### src/rtl/core/wps_pkg.sv
// Package with sizes, register indexes and count clamps for the prefix servability unit.
package wps_pkg;

	localparam int MAX_CHUNKS = 64;
	localparam int MAX_RANKS  = 8;
	localparam int MAX_GROUPS = 4;

	localparam int MASK_W     = 64;
	localparam int RANK_W     = 8;
	localparam int CHUNK_W    = 7;
	localparam int RCOUNT_W   = 4;
	localparam int GCOUNT_W   = 3;
	localparam int CFG_IDX_W  = 3;
	localparam int CFG_DATA_W = 7;

	// Register indexes on the configuration port
	localparam logic [CFG_IDX_W-1:0] REG_CHUNK_COUNT = 3'd0;
	localparam logic [CFG_IDX_W-1:0] REG_RANK_COUNT  = 3'd1;
	localparam logic [CFG_IDX_W-1:0] REG_GROUP_COUNT = 3'd2;
	localparam logic [CFG_IDX_W-1:0] REG_WINDOW0     = 3'd3;
	localparam logic [CFG_IDX_W-1:0] REG_WINDOW1     = 3'd4;
	localparam logic [CFG_IDX_W-1:0] REG_WINDOW2     = 3'd5;
	localparam logic [CFG_IDX_W-1:0] REG_WINDOW3     = 3'd6;

	typedef logic [CHUNK_W-1:0] chunk_t;

	// Clamp a chunk count into 1..MAX_CHUNKS
	function automatic chunk_t clamp_chunks(input chunk_t v);
		chunk_t r;
		if (v == '0) begin
			r = chunk_t'(1);
		end else if (v > chunk_t'(MAX_CHUNKS)) begin
			r = chunk_t'(MAX_CHUNKS);
		end else begin
			r = v;
		end
		return r;
	endfunction

	// Clamp a rank count into 1..MAX_RANKS
	function automatic logic [RCOUNT_W-1:0] clamp_ranks(input logic [RCOUNT_W-1:0] v);
		logic [RCOUNT_W-1:0] r;
		if (v == '0) begin
			r = RCOUNT_W'(1);
		end else if (v > RCOUNT_W'(MAX_RANKS)) begin
			r = RCOUNT_W'(MAX_RANKS);
		end else begin
			r = v;
		end
		return r;
	endfunction

	// Clamp a group count into 1..MAX_GROUPS
	function automatic logic [GCOUNT_W-1:0] clamp_groups(input logic [GCOUNT_W-1:0] v);
		logic [GCOUNT_W-1:0] r;
		if (v == '0) begin
			r = GCOUNT_W'(1);
		end else if (v > GCOUNT_W'(MAX_GROUPS)) begin
			r = GCOUNT_W'(MAX_GROUPS);
		end else begin
			r = v;
		end
		return r;
	endfunction

endpackage

### src/rtl/core/windowed_prefix_servability_unit.sv
// Top level: per-chunk presence check, run tracking and servable bitmap per pass.
// The last chunk passes through the input register and the result register before its result shows on servable_mask.
// Throughput: one chunk item per cycle while no held result blocks it; the input register, the one-step
//   state update and the result register form a two-stage pipe that advances unless a held result blocks it.
// A held result stalls the input only while the input register is also full.
// Reset (arst_n low): control and configuration registers return to their reset values, state to an empty pass.
module windowed_prefix_servability_unit
	import wps_pkg::*;
(
	input  logic                  clk,
	input  logic                  arst_n,
	input  logic                  cfg_we,
	input  logic [CFG_IDX_W-1:0]  cfg_index,
	input  logic [CFG_DATA_W-1:0] cfg_data,
	input  logic                  in_valid,
	output logic                  in_stall,
	input  logic [RANK_W-1:0]     rank_present,
	output logic                  out_valid,
	input  logic                  out_stall,
	output logic [MASK_W-1:0]     servable_mask
);

	// Configuration registers
	chunk_t                chunk_count_q;
	logic [RCOUNT_W-1:0]   rank_count_q;
	logic [GCOUNT_W-1:0]   group_count_q;
	chunk_t                window_q [MAX_GROUPS];

	// Pass state
	logic [MASK_W-1:0]     servable_bits_q;
	chunk_t                present_run_q;
	chunk_t                chunk_index_q;
	logic [GCOUNT_W-1:0]   group_index_q;

	// Input and result registers
	logic                  valid_s1;
	logic [RANK_W-1:0]     rank_present_s1;
	logic                  out_valid_q;
	logic [MASK_W-1:0]     servable_mask_q;

	// Combinational update
	chunk_t                cc;
	logic [RCOUNT_W-1:0]   rc;
	logic [GCOUNT_W-1:0]   gc;
	logic [RANK_W-1:0]     rmask;
	logic                  present;
	chunk_t                run_nxt;
	logic [5:0]            ci;
	chunk_t                len;
	chunk_t                win;
	chunk_t                need_win;
	chunk_t                need;
	logic [MASK_W-1:0]     bits_nxt;
	logic [MASK_W-1:0]     cc_mask;
	logic                  group_end;
	logic                  pass_end;
	logic                  blocked;
	logic                  in_xfer;
	logic                  fire;

	assign blocked   = out_valid_q & out_stall;
	assign in_stall  = valid_s1 & blocked;
	assign in_xfer   = in_valid & ~in_stall;
	assign fire      = valid_s1 & ~blocked;
	assign out_valid = out_valid_q;
	assign servable_mask = servable_mask_q;

	// Presence, run and prefix check for the chunk in the input register
	always_comb begin
		cc       = clamp_chunks(chunk_count_q);
		rc       = clamp_ranks(rank_count_q);
		gc       = clamp_groups(group_count_q);
		rmask    = RANK_W'((9'd1 << rc) - 9'd1);
		present  = (rank_present_s1 & rmask) == rmask;
		if (!present) begin
			run_nxt = '0;
		end else if (present_run_q == '1) begin
			run_nxt = present_run_q;
		end else begin
			run_nxt = present_run_q + chunk_t'(1);
		end
		ci       = chunk_index_q[5:0];
		len      = {1'b0, ci} + chunk_t'(1);
		win      = window_q[group_index_q[1:0]];
		need_win = (win == '0) ? cc : win;
		need     = (need_win > len) ? len : need_win;
		bits_nxt = (run_nxt < need) ? (servable_bits_q & ~(64'd1 << ci)) : servable_bits_q;
		cc_mask  = ~64'd0 >> (chunk_t'(MAX_CHUNKS) - cc);
		group_end = ({1'b0, chunk_index_q} + 8'd1) >= {1'b0, cc};
		pass_end  = group_end && (({1'b0, group_index_q} + 4'd1) >= {1'b0, gc});
	end

	// Write configuration registers
	always_ff @(posedge clk or negedge arst_n) begin
		if (!arst_n) begin
			chunk_count_q <= chunk_t'(MAX_CHUNKS);
			rank_count_q  <= RCOUNT_W'(MAX_RANKS);
			group_count_q <= GCOUNT_W'(1);
			for (int g = 0; g < MAX_GROUPS; g++) begin
				window_q[g] <= '0;
			end
		end else if (cfg_we) begin
			case (cfg_index)
				REG_CHUNK_COUNT: chunk_count_q <= cfg_data;
				REG_RANK_COUNT:  rank_count_q  <= cfg_data[RCOUNT_W-1:0];
				REG_GROUP_COUNT: group_count_q <= cfg_data[GCOUNT_W-1:0];
				REG_WINDOW0:     window_q[0]   <= cfg_data;
				REG_WINDOW1:     window_q[1]   <= cfg_data;
				REG_WINDOW2:     window_q[2]   <= cfg_data;
				REG_WINDOW3:     window_q[3]   <= cfg_data;
				default: ;
			endcase
		end
	end

	// Hold the input item until the update stage takes it
	always_ff @(posedge clk or negedge arst_n) begin
		if (!arst_n) begin
			valid_s1 <= 1'b0;
		end else if (in_xfer) begin
			valid_s1 <= 1'b1;
		end else if (fire) begin
			valid_s1 <= 1'b0;
		end
	end

	always_ff @(posedge clk) begin
		if (in_xfer) begin
			rank_present_s1 <= rank_present;
		end
	end

	// Advance the pass state by one chunk
	always_ff @(posedge clk or negedge arst_n) begin
		if (!arst_n) begin
			servable_bits_q <= '1;
			present_run_q   <= '0;
			chunk_index_q   <= '0;
			group_index_q   <= '0;
		end else if (fire) begin
			if (pass_end) begin
				servable_bits_q <= '1;
				present_run_q   <= '0;
				chunk_index_q   <= '0;
				group_index_q   <= '0;
			end else if (group_end) begin
				servable_bits_q <= bits_nxt;
				present_run_q   <= '0;
				chunk_index_q   <= '0;
				group_index_q   <= group_index_q + GCOUNT_W'(1);
			end else begin
				servable_bits_q <= bits_nxt;
				present_run_q   <= run_nxt;
				chunk_index_q   <= chunk_index_q + chunk_t'(1);
			end
		end
	end

	// Load the result at the end of a pass, drop it after its transfer
	always_ff @(posedge clk or negedge arst_n) begin
		if (!arst_n) begin
			out_valid_q <= 1'b0;
		end else if (fire && pass_end) begin
			out_valid_q <= 1'b1;
		end else if (out_valid_q && !out_stall) begin
			out_valid_q <= 1'b0;
		end
	end

	always_ff @(posedge clk) begin
		if (fire && pass_end) begin
			servable_mask_q <= bits_nxt & cc_mask;
		end
	end

endmodule

### config.mk
export PLATFORM = sky130hd
export DESIGN_NAME = windowed_prefix_servability_unit
export DESIGN_NICKNAME = d
export VERILOG_FILES = /design/src/rtl/core/wps_pkg.sv /design/src/rtl/core/windowed_prefix_servability_unit.sv
export SDC_FILE = /design/constraint.sdc
export NUM_CORES = 1
export LEC_CHECK = 0
export BUFFER_PORTS_ARGS = -buffer_cell sky130_fd_sc_hd__buf_2
export CAP_MARGIN = 25
export CORE_MARGIN = 4
export CORE_UTILIZATION = 60
export CTS_BUF_LIST = sky130_fd_sc_hd__clkbuf_16
export DETAILED_ROUTE_END_ITERATION = 6
export MAX_ROUTING_LAYER = met4
export PLACE_DENSITY = 0.91
export SYNTH_ARGS = -nofsm -noshare
export SYNTH_HDL_FRONTEND = slang
export SYNTH_SLANG_ARGS = --single-unit
### constraint.sdc
create_clock -name clk -period 6.8 [get_ports clk]
set_input_delay 1.36 -clock clk [delete_from_list [all_inputs] [get_ports clk]]
set_output_delay 1.36 -clock clk [all_outputs]
set_load 0.005 [all_outputs]
==> metrics.yaml <==
run_status:
  status: "complete, but fails checks"
  failed_checks: "design-rule violations"
yosys:
  avgSynthCellArea_sq_um: 10.7
  synth_edf_count: 72
  synthCells: 1012
  ys_types: 68
  synthesis.nets: 1071
  syn_area_sq_um: 10900
  async_flop_share: 0.635
  yosysWarnings: 0
  ys_seq_area_frac: 0.495
  synth_seq_cells: 197
  ys.flop_type: "edfxtp_1"
setup_path:
  cp_common_cell: "a21o_1"
  crit_path_max_incr_delay_ps: 660
  path_class: "reg2reg"
  start_kind: "flip-flop"
  path_cells: "mux4_2, nor4_4, nand2_2, nor3_1, a21o_1, ha_1, and3_1, a221o_1, a31oi_1, nand2b_1, mux2i_1, ha_1, a21o_1, a21o_1, a221oi_1, o31ai_1, o31ai_4, buf_12, a31oi_1"
  slowest_stage: "dfrtp_1"
  cp.required_ps: 6930
  path_max_fanout: 64
  cp.arrival_ps: 6520
  worstSetupEndpointType: "flip-flop"
floorplanning:
  fp.dieW_um: 143
  num_rows: 48
  core-area_sq_um: 17500
  ios: 89
  fp.dieH_um: 143
  die-area_sq_um: 20300
  start_util: 0.619
detailed_routing:
  wl_met1_um: 11300
  route.met2.wl_um: 13900
  route.met3.wl_um: 4390
  wl_um: 31300
  via_per_inst: 7.50
  drt-initial-drc-count: 2067
  post_drt_wl_per_cell_um: 24.2
  dr.pass1.iters: 7
  routed.top_layer: "met4"
  dr_total_vias: 9717
  route.detailed.drc: 50
  antenna_left: 0
clocking:
  clk_pin_slew_ps: 80
  htreeDepth: 4
  clock_latency_ps: 460
  numClockSinks: 197
  cts_tree: "yes"
  cts_root_buf: "clkbuf_16"
  cts_setup_buffers: 0
  clockBufferDepth: 2
  postCtsHoldBufs: 0
  cts_buffers: 17
sta:
  max_slew_margin: 0.288
  fin_skew_ps: 17.5
  max_freq_mhz: 156
  worst_slack_ps: 405
  finalMaxSlewViolations: 0
  fin_setup_tns_ps: 0
  fin_crit_sh: 0.940
  worst_hold_slack_ps: 511
  tightestPinTransition_ps: 1060
  hold_viol_final: 0
  finalSetupViolCount: 0
  min_period_ps: 6390
  rsz0062_at_grt: "false"
power:
  internal_power_mw: 3.24
  p_leak_nw: 4.88
  p_seq_frac: 0.339
  irDropWorstVdd_uv: 330
  power.net_switching_mw: 2.76
  pwr-share-comb: 0.489
  power_density_nw_per_um2: 496
  swShare: 0.461
  clkPwrFrac: 0.172
cells_and_area:
  final_common_cell: "nand3_1"
  num-nets-final: 1117
  antenna_cells: 0
  syn_to_final_growth_pct: 11.4
  layout_common_cells: "nand3_1 (105), buf_2 (88), edfxtp_1 (72), a41oi_1 (68), dfstp_2 (67)"
  drive_gt1_frac: 0.263
placement:
  routabilityCongestion: 0.954
  pre_cts_ws_ps: 513
  portBuffers: 88
  place_hpwl_um: 20200
run:
  maxCapViolCount: 0
grt:
  grt_pass1_wl_um: 48700
  grt_max_degree: 86
  grt_overflow: 0
  antenna_found_initial: 0
  track_usage: 0.313
  grt_pass1_vias: 8848
hold_path:
  hp-class: "reg2reg"
metal layers:
metal / track usage / vias to the layer above
met4: 0.121 / 0
met3: 0.0944 / 193
met5: - / -
li1: - / 4056
met1: 0.406 / 4572
met2: 0.465 / 896
cell usage after synthesis, drive strengths merged, types with 3 or more instances:
library cell,number,area (sq um)
nand3,105,526
clkbuf,77,289
edfxtp,72,2160
a41oi,70,628
dfstp,67,1760
a22oi,64,480
a31oi,63,394
dfrtp,58,1450
nor2,53,199
nand2,45,171
mux2,40,450
ha,36,450
o21ai,29,145
inv,25,93.8
o211ai,24,180
a21oi,21,105
buf,18,129
a21o,15,114
nand2b,11,68.8
nor2b,11,68.8
nand4,8,50.1
nor3,8,51.3
and2,7,43.8
and3,7,45.1
mux4,7,173
mux2i,5,50.1
o31ai,5,51.3
a21boi,4,30.0
a22o,4,35.0
nand3b,4,30.0
nand4b,3,26.3
o21a,3,22.5
o311ai,3,26.3
or2,3,18.8
xnor2,3,26.3
xor2,3,26.3
worst max-delay path: cells and delay by family, from the launching register on:
kind | cells | cell delay (ps)
AOI/OAI and AO/OA | 9 | 2300
adders and majority gates | 2 | 530
buffers and inverters | 1 | 270
DFF | 1 | 660
muxes | 2 | 860
and+or+nand+nor | 5 | 1390
final timing paths:
kind,startpoint,end,slack [ps],cells past startpoint
min reg2reg,window_q[21],window_q[21],510,1
max in group asynchronous,arst_n,servable_bits_q[39],4830,3
max,group_index_q[0],servable_mask[34],410,19
min in group asynchronous,arst_n,rank_count_q[1],870,1
max reg2reg,group_index_q[0],servable_mask[34],410,19
min,window_q[21],window_q[21],510,1
sequential cells by signal, summed over array words and instances (netlist names):
signal / flops
present_run_q: 7
chunk_index_q: 7
valid_s1: 1
out_valid: 1
group_count_q: 3
group_index_q: 3
chunk_count_q: 7
window_q: 28
rank_count_q: 4
servable_mask: 64
rank_present_s1: 8
servable_bits_q: 64
power groups by stage:
stage / Sequential (mW) / Clock (mW) / Combinational [mW]
final: 2.04 / 1.03 / 2.93
after global routing: 2.06 / 1.08 / 3.09
after CTS: 2.02 / 1.02 / 2.77
after detailed placement: 2.03 / 0 / 2.73
after global placement: 2.00 / 0 / 2.64
after floorplan: 1.93 / 0 / 2.07
final cells by class:
type / count / area (sq um)
multi-input combinational: 694 / 5000
fill: 1145 / 5440
timing repair buffer: 122 / 743
clock buffer: 17 / 425
clock inverter: 15 / 175
tap: 225 / 282
sequential: 197 / 5370
inverter: 26 / 97.6
cells by family after synthesis:
kind of cell	count (synthesis)	synth area share
AO/OA/AOI/OAI	323	0.220
AND/OR/NAND/NOR	276	0.129
flip-flops	197	0.495
buffers and inverters	121	0.0475
multiplexers	52	0.0620
adder cells (fa/ha/maj)	36	0.0415
XOR/XNOR	6	0.00484
other	1	0.000345
per-stage QoR:
step | power, mW | instances | util | area (sq um)
final | 6.00 | 1296 | 0.690 | 12100
after global routing | 6.23 | 1296 | 0.690 | 12100
after CTS | 5.81 | 1289 | 0.685 | 12000
after detailed placement | 4.76 | 1257 | 0.651 | 11400
after global placement | 4.64 | 1256 | 0.650 | 11400
after floorplan | 4.00 | 1012 | - | 10900
timing repair:
| item | in CTS | in global routing |
|---|---|---|
| setup endpoints to repair | 0 | 1 |
| hold endpoints to repair | 0 | 0 |
| resized for setup | 0 | 1 |
Note: power is estimated with default switching activity, not from simulation.
